==> config.mk <==
export PLATFORM = sky130hd
export DESIGN_NAME = longest_palindrome_finder_unit_flat
export DESIGN_NICKNAME = d
export VERILOG_FILES = /design/src/lpf_pkg.sv /design/src/lpf_if.sv /design/src/lpf_ram.sv /design/src/longest_palindrome_finder_unit.sv /design/src/flat_wrapper.sv
export SDC_FILE = /design/constraint.sdc
export NUM_CORES = 2
export LEC_CHECK = 0
export BUFFER_PORTS_ARGS = -buffer_cell sky130_fd_sc_hd__buf_2
export CAP_MARGIN = 20
export CORE_MARGIN = 3
export CORE_UTILIZATION = 60
export CTS_BUF_LIST = sky130_fd_sc_hd__clkbuf_4 sky130_fd_sc_hd__clkbuf_8
export DETAILED_ROUTE_END_ITERATION = 8
export PLACE_DENSITY = 0.77
export SLEW_MARGIN = 20
export SYNTH_ARGS = -nofsm -noshare
export SYNTH_HDL_FRONTEND = slang
export SYNTH_SLANG_ARGS = --single-unit
==> constraint.sdc <==
create_clock -name i_clk -period 5.05 [get_ports i_clk]
set_clock_uncertainty 0.2 [all_clocks]
set_input_delay 0.505 -clock i_clk [delete_from_list [all_inputs] [get_ports i_clk]]
set_output_delay 0.505 -clock i_clk [all_outputs]
set_load 0.02 [all_outputs]
==> src/lpf_pkg.sv <==
// ----------------------------------------------------------------------------
// lpf_pkg
// Shared widths and types for the longest palindrome finder: the item field
// widths used by the channel interfaces and the sequencer state encoding.
// ----------------------------------------------------------------------------
`default_nettype none

package lpf_pkg;

    // Item field widths, fixed by the channel definitions.
    localparam int SYMBOL_W = 8;
    localparam int START_W  = 8;
    localparam int LENGTH_W = 9;

    // Sequencer states, one-hot.
    typedef enum logic [4:0] {
        ST_LOAD  = 5'b00001,
        ST_CHECK = 5'b00010,
        ST_CMP   = 5'b00100,
        ST_SCORE = 5'b01000,
        ST_EMIT  = 5'b10000
    } t_state;

endpackage

`default_nettype wire

==> src/lpf_if.sv <==
// ----------------------------------------------------------------------------
// lpf_if
// Valid/ready channels of the longest palindrome finder: the symbol channel
// that carries one string byte per item and the result channel.
// ----------------------------------------------------------------------------
`default_nettype none

interface lpf_sym_if;
    import lpf_pkg::*;

    logic                valid;
    logic                ready;
    logic [SYMBOL_W-1:0] symbol;
    logic                last_symbol;

    modport source (output valid, output symbol, output last_symbol, input ready);
    modport sink   (input valid, input symbol, input last_symbol, output ready);
endinterface

interface lpf_res_if;
    import lpf_pkg::*;

    logic                valid;
    logic                ready;
    logic [START_W-1:0]  start_index;
    logic [LENGTH_W-1:0] run_length;
    logic                overflow;

    modport source (output valid, output start_index, output run_length,
                    output overflow, input ready);
    modport sink   (input valid, input start_index, input run_length,
                    input overflow, output ready);
endinterface

`default_nettype wire

==> src/lpf_ram.sv <==
// ----------------------------------------------------------------------------
// lpf_ram
// Generic RAM with one write port and two read ports; both read ports have
// registered outputs, so data appears the cycle after the address.
// ----------------------------------------------------------------------------
`default_nettype none

module lpf_ram #(
    parameter int WIDTH = 8,
    parameter int DEPTH = 256
) (
    input  wire logic                     i_clk,
    input  wire logic                     i_we,
    input  wire logic [$clog2(DEPTH)-1:0] i_waddr,
    input  wire logic [WIDTH-1:0]         i_wdata,
    input  wire logic [$clog2(DEPTH)-1:0] i_raddr_a,
    input  wire logic [$clog2(DEPTH)-1:0] i_raddr_b,
    output logic      [WIDTH-1:0]         o_rdata_a,
    output logic      [WIDTH-1:0]         o_rdata_b
);

    logic [WIDTH-1:0] r_mem [DEPTH];

    // Write port.
    always_ff @(posedge i_clk) begin
        if (i_we) begin
            r_mem[i_waddr] <= i_wdata;
        end
    end

    // Registered read ports.
    always_ff @(posedge i_clk) begin
        o_rdata_a <= r_mem[i_raddr_a];
        o_rdata_b <= r_mem[i_raddr_b];
    end

endmodule

`default_nettype wire

==> src/longest_palindrome_finder_unit.sv <==
// ----------------------------------------------------------------------------
// longest_palindrome_finder_unit
// Buffers a string one byte per item and, after the last byte, finds the
// first longest palindrome by expanding around every odd and even centre.
// Search: after the last byte each centre is widened one matched pair at a
// time; every compare reads both ends of the centre through the two
// registered read ports of the string buffer.
// Throughput: one string at a time; no byte is taken while the search runs.
// Reset: synchronous, active low; clears the sequencer, counts and result
// valid. The string buffer is not cleared.
// ----------------------------------------------------------------------------
`default_nettype none

module longest_palindrome_finder_unit #(
    parameter int MAX_LEN = 256
) (
    input  wire logic  i_clk,
    input  wire logic  i_rst_n,
    lpf_sym_if.sink    i_sym,
    lpf_res_if.source  o_res
);
    import lpf_pkg::*;

    localparam int AW = $clog2(MAX_LEN);
    localparam int CW = $clog2(MAX_LEN + 1);

    // Sequencer and search state.
    t_state          r_state,      n_state;
    logic [CW-1:0]   r_fill_count, n_fill_count;
    logic            r_ovf,        n_ovf;
    logic [CW-1:0]   r_best_len,   n_best_len;
    logic [AW-1:0]   r_best_start, n_best_start;
    logic [AW-1:0]   r_i,          n_i;
    logic            r_even,       n_even;
    logic [CW:0]     r_lo,         n_lo;
    logic [CW-1:0]   r_hi,         n_hi;

    // Result register.
    logic                r_out_valid, n_out_valid;
    logic [START_W-1:0]  r_out_start, n_out_start;
    logic [LENGTH_W-1:0] r_out_len,   n_out_len;
    logic                r_out_ovf,   n_out_ovf;

    logic            sym_acc;
    logic            buf_room;
    logic            emit_go;
    logic [CW-1:0]   span_w;
    logic [CW-1:0]   next_i_w;
    logic [SYMBOL_W-1:0] rdata_a;
    logic [SYMBOL_W-1:0] rdata_b;

    // String buffer: written while loading, read at both ends of a centre.
    lpf_ram #(
        .WIDTH (SYMBOL_W),
        .DEPTH (MAX_LEN)
    ) u_text (
        .i_clk     (i_clk),
        .i_we      (sym_acc && buf_room),
        .i_waddr   (r_fill_count[AW-1:0]),
        .i_wdata   (i_sym.symbol),
        .i_raddr_a (r_lo[AW-1:0]),
        .i_raddr_b (r_hi[AW-1:0]),
        .o_rdata_a (rdata_a),
        .o_rdata_b (rdata_b)
    );

    assign i_sym.ready = (r_state == ST_LOAD);
    assign sym_acc     = i_sym.valid && i_sym.ready;
    assign buf_room    = (r_fill_count < CW'(MAX_LEN));
    assign emit_go     = !r_out_valid || o_res.ready;

    // Length of the palindrome between the first failing positions.
    assign span_w   = CW'({1'b0, r_hi} - r_lo - (CW + 1)'(1));
    assign next_i_w = CW'(r_i) + CW'(1);

    // Sequencer next state.
    always_comb begin
        n_state      = r_state;
        n_fill_count = r_fill_count;
        n_ovf        = r_ovf;
        n_best_len   = r_best_len;
        n_best_start = r_best_start;
        n_i          = r_i;
        n_even       = r_even;
        n_lo         = r_lo;
        n_hi         = r_hi;
        n_out_valid  = r_out_valid;
        n_out_start  = r_out_start;
        n_out_len    = r_out_len;
        n_out_ovf    = r_out_ovf;

        if (r_out_valid && o_res.ready) begin
            n_out_valid = 1'b0;
        end

        case (r_state)
            ST_LOAD: begin
                if (sym_acc) begin
                    if (buf_room) begin
                        n_fill_count = r_fill_count + CW'(1);
                    end else begin
                        n_ovf = 1'b1;
                    end
                    if (i_sym.last_symbol) begin
                        n_i          = '0;
                        n_even       = 1'b0;
                        n_lo         = '0;
                        n_hi         = '0;
                        n_best_len   = CW'(1);
                        n_best_start = '0;
                        n_state      = ST_CHECK;
                    end
                end
            end
            // Both ends inside the string: read them, else the centre ends.
            ST_CHECK: begin
                if (!r_lo[CW] && (r_hi < r_fill_count)) begin
                    n_state = ST_CMP;
                end else begin
                    n_state = ST_SCORE;
                end
            end
            // Matching ends widen the centre by one on each side.
            ST_CMP: begin
                if (rdata_a == rdata_b) begin
                    n_lo    = r_lo - (CW + 1)'(1);
                    n_hi    = r_hi + CW'(1);
                    n_state = ST_CHECK;
                end else begin
                    n_state = ST_SCORE;
                end
            end
            // Keep a strictly longer palindrome, then move to the next centre.
            ST_SCORE: begin
                if (span_w > r_best_len) begin
                    n_best_len   = span_w;
                    n_best_start = AW'(r_lo + (CW + 1)'(1));
                end
                if (!r_even) begin
                    n_even  = 1'b1;
                    n_lo    = {1'b0, CW'(r_i)};
                    n_hi    = next_i_w;
                    n_state = ST_CHECK;
                end else if (next_i_w == r_fill_count) begin
                    n_state = ST_EMIT;
                end else begin
                    n_i     = AW'(next_i_w);
                    n_even  = 1'b0;
                    n_lo    = {1'b0, next_i_w};
                    n_hi    = next_i_w;
                    n_state = ST_CHECK;
                end
            end
            // Hand the result over once the output register is free.
            ST_EMIT: begin
                if (emit_go) begin
                    n_out_valid  = 1'b1;
                    n_out_start  = START_W'(r_best_start);
                    n_out_len    = LENGTH_W'(r_best_len);
                    n_out_ovf    = r_ovf;
                    n_fill_count = '0;
                    n_ovf        = 1'b0;
                    n_best_len   = CW'(1);
                    n_best_start = '0;
                    n_state      = ST_LOAD;
                end
            end
            default: begin
                n_state = ST_LOAD;
            end
        endcase
    end

    // Control registers.
    always_ff @(posedge i_clk) begin
        if (!i_rst_n) begin
            r_state      <= ST_LOAD;
            r_fill_count <= '0;
            r_ovf        <= 1'b0;
            r_best_len   <= CW'(1);
            r_best_start <= '0;
            r_out_valid  <= 1'b0;
        end else begin
            r_state      <= n_state;
            r_fill_count <= n_fill_count;
            r_ovf        <= n_ovf;
            r_best_len   <= n_best_len;
            r_best_start <= n_best_start;
            r_out_valid  <= n_out_valid;
        end
    end

    // Datapath registers.
    always_ff @(posedge i_clk) begin
        r_i         <= n_i;
        r_even      <= n_even;
        r_lo        <= n_lo;
        r_hi        <= n_hi;
        r_out_start <= n_out_start;
        r_out_len   <= n_out_len;
        r_out_ovf   <= n_out_ovf;
    end

    assign o_res.valid       = r_out_valid;
    assign o_res.start_index = r_out_start;
    assign o_res.run_length  = r_out_len;
    assign o_res.overflow    = r_out_ovf;

    // The buffer never holds more bytes than it has entries.
    a_fill_bound: assert property (@(posedge i_clk) disable iff (!i_rst_n)
        r_fill_count <= CW'(MAX_LEN))
        else $error("fill count beyond buffer depth");

    // Every centre visited lies inside the stored string.
    a_centre_in_string: assert property (@(posedge i_clk) disable iff (!i_rst_n)
        (r_state == ST_CHECK || r_state == ST_CMP || r_state == ST_SCORE)
        |-> (CW'(r_i) < r_fill_count))
        else $error("centre outside stored string");

    // A handed-over result leaves an empty buffer and a valid output.
    a_emit_clears: assert property (@(posedge i_clk) disable iff (!i_rst_n)
        (r_state == ST_EMIT && emit_go)
        |=> (r_fill_count == '0 && r_out_valid && r_state == ST_LOAD))
        else $error("result hand-over did not clear the string");

endmodule

`default_nettype wire
==> src/flat_wrapper.sv <==
// flat-port wrapper written by rule: the top's interface ports become plain ports
module longest_palindrome_finder_unit_flat import lpf_pkg::*;
#(
    parameter int MAX_LEN = 256
)
  (i_clk, i_rst_n, i_sym_valid, i_sym_symbol, i_sym_last_symbol, i_sym_ready, o_res_valid, o_res_start_index, o_res_run_length, o_res_overflow, o_res_ready);
  lpf_sym_if i_sym_i ();
  lpf_res_if o_res_i ();
  input  wire logic i_clk;
  input  wire logic i_rst_n;
  input wire logic [$bits(i_sym_i.valid)-1:0] i_sym_valid;
  input wire logic [$bits(i_sym_i.symbol)-1:0] i_sym_symbol;
  input wire logic [$bits(i_sym_i.last_symbol)-1:0] i_sym_last_symbol;
  output wire logic [$bits(i_sym_i.ready)-1:0] i_sym_ready;
  output wire logic [$bits(o_res_i.valid)-1:0] o_res_valid;
  output wire logic [$bits(o_res_i.start_index)-1:0] o_res_start_index;
  output wire logic [$bits(o_res_i.run_length)-1:0] o_res_run_length;
  output wire logic [$bits(o_res_i.overflow)-1:0] o_res_overflow;
  input wire logic [$bits(o_res_i.ready)-1:0] o_res_ready;
  assign i_sym_i.valid = i_sym_valid;
  assign i_sym_i.symbol = i_sym_symbol;
  assign i_sym_i.last_symbol = i_sym_last_symbol;
  assign i_sym_ready = i_sym_i.ready;
  assign o_res_valid = o_res_i.valid;
  assign o_res_start_index = o_res_i.start_index;
  assign o_res_run_length = o_res_i.run_length;
  assign o_res_overflow = o_res_i.overflow;
  assign o_res_i.ready = o_res_ready;
  longest_palindrome_finder_unit #(.MAX_LEN(MAX_LEN)) u_core (.i_clk(i_clk), .i_rst_n(i_rst_n), .i_sym(i_sym_i), .o_res(o_res_i));
endmodule
After elaboration in Yosys (flattened, before gate mapping) --
Memory sizes are Yosys's and may differ from the RTL's. A register that Yosys moved wholly into a read port is not among the register bits. Index checks and enable logic that the tools add are counted.
Word-level totals: bits in registers 79, bits in writable memories 2048, input bits 13, output and inout bits 20, memories kept 1
Cells by class: add/subtract/negate cells 7, $lt $le $gt $ge 3, equal/unequal tests 17, muxes and demuxes 51, reductions and logical operators 19
Memory list:
- u_core.u_text.r_mem | words 256, bits a word 8, rd ports 2, clocked after memory_dff 2, wr ports 1, line lpf_ram.sv:22 | logic [WIDTH-1:0] r_mem [DEPTH];
Operator list (count):
- 9-bit two-way mux | 12
- 9-bit case mux with 3 select lines | 2
- 10-bit two-way mux | 5
- 8-bit two-way mux | 6
- 10-bit case mux with 3 select lines | 1
- 5-bit two-way mux | 5
- 5-bit case mux with 5 select lines | 1
- 8-bit case mux with 3 select lines | 1
- 9-bit by 1-bit adder with 9-bit output (second input constant) | 2
- 9-bit case mux with 2 select lines | 1
- 8-bit case mux with 2 select lines | 1
- 5-bit AND reduction | 3
- 1-bit two-way mux | 12
- 2-bit != test (second input constant) | 5
- 10-bit by 1-bit subtractor with 10-bit output (second input constant) | 1
- 8-bit by 1-bit adder with 9-bit output (second input constant) | 1
- 9-bit equality test | 1
- 9-bit greater-than comparator | 1
- 9-bit < comparator | 1
- 9-bit < comparator (second input constant) | 1
- 9-bit by 1-bit subtractor with 9-bit output (second input constant) | 1
- 9-bit subtractor | 1
- 8-bit by 1-bit adder with 8-bit output (second input constant) | 1
- 8-bit equality test | 1
- 17 further kinds | 30

Longest topological paths before layout --
word-level depth 5, gate-level depth with buffers 25, gate-level depth less buffers 17

Modules after synthesis --
Synthesis repeated with hierarchy kept, for this count alone.
Second synthesis, totals: cell total of the unflattened synthesis 5301, area total of the unflattened synthesis 101512.4 um2
Modules (own cells, without submodules):
- lpf_ram | times used 1, cells each 4847, area each 96973.0 um2, seq. area each 61819.3 um2
- longest_palindrome_finder_unit | times used 1, cells each 454, area each 4539.4 um2, seq. area each 2042.0 um2

Worst setup path before layout --
Ideal clock, no wire load.
path type flip-flop to flip-flop, from reg u_core.r_lo[0], to reg u_core.r_best_start[6], arrival time 4.405 ns, path slack 0.373 ns, stages on the path, launching flop included 26, cell sequence edfxtp_1 -> buf_6 -> buf_6 -> buf_6 -> buf_6 -> buf_6 -> buf_2 -> inv_1 -> ha_1 -> inv_1 -> fa_1 -> nor2b_1 -> o21ai_0 -> a21boi_0 -> o21a_1 -> or3_1 -> and2_1 -> ha_1 -> o21a_1 -> o21a_1 -> o21ai_0 -> a211o_1 -> a31oi_1 -> buf_4 -> buf_4 -> mux2i_1
Between the ends: cells in the longest elaborated chain, start to end 5, elaborated cells on any way between the ends 8, those cells by class 3 x add/sub; 1 x order compare; 1 x eq/ne; 2 x mux; 1 x reduce/logical
RTL lines:
- start: declaration | line longest_palindrome_finder_unit.sv:35 | logic [CW:0] r_lo, n_lo;
- start signal: assignment | line longest_palindrome_finder_unit.sv:197 | r_lo <= n_lo;
- 9-bit subtractor | line longest_palindrome_finder_unit.sv:73 | assign span_w = CW'({1'b0, r_hi} - r_lo - (CW + 1)'(1));
- 9-bit by 1-bit subtractor with 9-bit output | line longest_palindrome_finder_unit.sv:73
- 9-bit greater-than comparator | line longest_palindrome_finder_unit.sv:135 | if (span_w > r_best_len) begin
- 2-bit by 1-bit != test with 1-bit output (no source line)
- 5-bit AND reduction (no source line)
- end signal: assignment | line longest_palindrome_finder_unit.sv:188 | r_best_start <= n_best_start;
- end: declaration | line longest_palindrome_finder_unit.sv:32 | logic [AW-1:0] r_best_start, n_best_start;
Parallel ways exist; a longest one is shown, timed or not. The select of a mux whose other input is x is not followed. A chain may end at the register's enable or synchronous reset.

==> metrics.csv <==
metric,value,unit
rows,149,
critical_path_class,reg -> reg,
relSlewSlack,13.6,%
cap_violations,0,
vias_per_cell,7.62,
slowest_delay,900,ps
cp.arrival,5480,ps
power_density,492,mW/mm²
setup_viol,0,
r2r_end,u_core.u_text.o_rdata_b[7],
tritoncts,built,
slew_violations,0,
fin_crit,4790,ps
timing.setup.tns,0,ps
critPathCaptureType,flip-flop,
ant_nets,0,
synth.distinct_cells,69,
drt_iter0_drc,11976,
grt_antenna_before_repair,18,
final_cells,8170,
wl_per_cell,38.2,µm
dr.pass1.iters,8,
grt_usage,36.3,%
design_area,0.112,mm²
critPathSlowestCell,nor4_1,
whs_path_depth,1,
core,0.165,mm²
place_area,0.105,mm²
start_kind,flip-flop,
die_h,415,µm
synth.net_count,5333,
dieArea,0.172,mm²
worst-path-max-fanout,74,
syn_area,0.100,mm²
path_cells,buf_12 -> buf_12 -> mux4_2 -> a22o_1 -> a221oi_1 -> o22ai_1 -> nor4_1 -> buf_4 -> nor4_1,
synth_xor_area_share,0.578,%
finalNetCount,5747,
synthFlopType,edfxtp_1,
first_global_vias,60870,
ys_warn_count,0,
clkTransAtPathRegs,70,ps
hp-start,i_sym_symbol[0],
area_delta_synth_final,11.4,%
p_leak,0.0354,µW
post_cts_resize_count,0,
synth_top_family_by_area,multiplexers,
grt_max_degree,154,
tightest_slew,1290,ps
grt_overflow_total,0,
routabilityCongestion,0.952,
fmax,209,MHz
async_flop_share,0,%
drive_gt1_share,34.6,%
synth_seq_cells,2143,
r2r_cells,9,
synth-compound-area-share,4.50,%
dp_hpwl,195000,µm
clock_path_buffers,4,
yosys.area.top_type,edfxtp_1,
syn_area_per_cell,18.9,µm²
cts-root-buf,clkbuf_8,
grt_pass1_wl,443000,µm
mostFrequentLayoutCell,edfxtp_1,
drc,0,
start_util,60.6,%
synth-simple-area-share,3.05,%
vdd_ir_drop_max,0.000436,V
holdPathEnd,u_core.u_text.r_mem[12][0],
wl,312000,µm
r2r_start,u_core.r_hi[0],
synth_edf_count,2094,
synth.top_cell.area_share,62.8,%
ios,33,
cts.sinks,2143,
vias,62269,
portBuffers,32,
synthAdderAreaFrac,0.432,%
htree_levels,5,
placed_cells,7515,
insertion_delay,1060,ps
hold_viol_final,0,
final_cell_mix,"edfxtp_1, mux4_2, buf_4",
syn_inst,5286,
rsz0062_at_grt,no,
crit_required,5740,ps
synth_area_leaders,"edfxtp_1, mux4_2, mux2i_1",
ys_seq_area_share,63.8,%
hold_path_class,in -> reg,
power,54900,µW
numCtsBuffers,359,
final.period_utilization,94.9,%
status,completed,
synth_mux_area_share,25.2,%
fp.dieW,415,µm
r2r_slack,260,ps
## logic make-up after synthesis
group,after synthesis
muxes,1260
xor gates and xnor gates,63
DFF,2143
buffers and inverters,457
and+or+nand+nor,704
adders and majority gates,34
AOI/OAI and AO/OA,625
## cell usage after synthesis, types with 35 or more instances
cell type / instances
a21oi_1: 103
mux2i_1: 237
buf_2: 93
nand3_1: 47
buf_6: 47
xnor2_1: 41
mux4_2: 1010
edfxtp_1: 2094
nor4_1: 35
nor3_1: 48
o22ai_1: 93
a22o_1: 69
o221ai_1: 58
nand2_1: 144
buf_4: 57
nor2_1: 350
o21ai_0: 45
clkbuf_1: 187
dfxtp_1: 49
a221oi_1: 80
a22oi_1: 87
## how the worst max path moves through the flow
| stage | start | end |
|---|---|---|
| after floorplan | u_core.r_lo[0] | u_core.r_best_start[6] |
| after global placement | u_core.r_hi[1] | u_core.u_text.o_rdata_b[3] |
| after detailed placement | u_core.r_hi[1] | u_core.u_text.o_rdata_b[0] |
| after CTS | u_core.r_hi[1] | u_core.u_text.o_rdata_b[0] |
| after global routing | u_core.r_hi[1] | u_core.u_text.o_rdata_b[0] |
| final | u_core.r_hi[0] | u_core.u_text.o_rdata_b[7] |
## report_power, final
| part | switching [µW] | internal, µW | total (µW) | leakage, µW |
|---|---|---|---|---|
| combinational | 12200 | 7990 | 20200 | 0.0126 |
| sequential | 195 | 19700 | 19900 | 0.0192 |
| clock | 6910 | 7900 | 14800 | 0.00356 |
| total | 19300 | 35600 | 54900 | 0.0354 |
## through the flow
stage	hold slack, ps	setup WS [ps]	util [%]
global route	65.6	282	67.4
finish	25.2	259	67.5
CTS	31.2	485	67.4
floorplan	208	373	-
detailed placement	222	518	63.3
global placement	218	503	63.2
## registers in the layout, summed over array words and instances (netlist names), 9 cells and up
name	count
u_core.u_text.r_mem	2048
u_core.r_lo	10
u_core.o_res.run_length	9
u_core.r_best_len	9
u_core.r_fill_count	9
u_core.r_hi	9
## worst max-delay path, delay by kind of cell, from the launching register on
family | cells | cell delay [ps]
buffers and inverters | 3 | 1160
DFF | 1 | 410
muxes | 1 | 600
and+or+nand+nor | 2 | 950
AOI/OAI and AO/OA | 3 | 1100
## area by class of cell
type | instances | area (µm²)
flip-flops and latches | 2143 | 63900
fillers | 10444 | 53800
multi-input cells | 2686 | 34000
clock buffers | 473 | 5840
repair buffers | 473 | 4050
well taps | 2189 | 2740
clock inverters | 147 | 848
inverters | 37 | 145
diodes | 22 | 55.1
## routing by layer
metal / vias to the layer above / GRT usage, % / share of wire, %
met3: 1080 / 13.3 / 16
met1: 31744 / 48.9 / 33
met2: 5912 / 52.0 / 44
li1: 23523 / - / -
met5: - / 0 / 0.025
met4: 10 / 20.0 / 6.4
## timing repair
item	4_1_cts	5_1_grt
buffers inserted	0	0
hold endpoints to repair	225	56
hold buffers	11	1
Power figures use the tool's default switching activity.
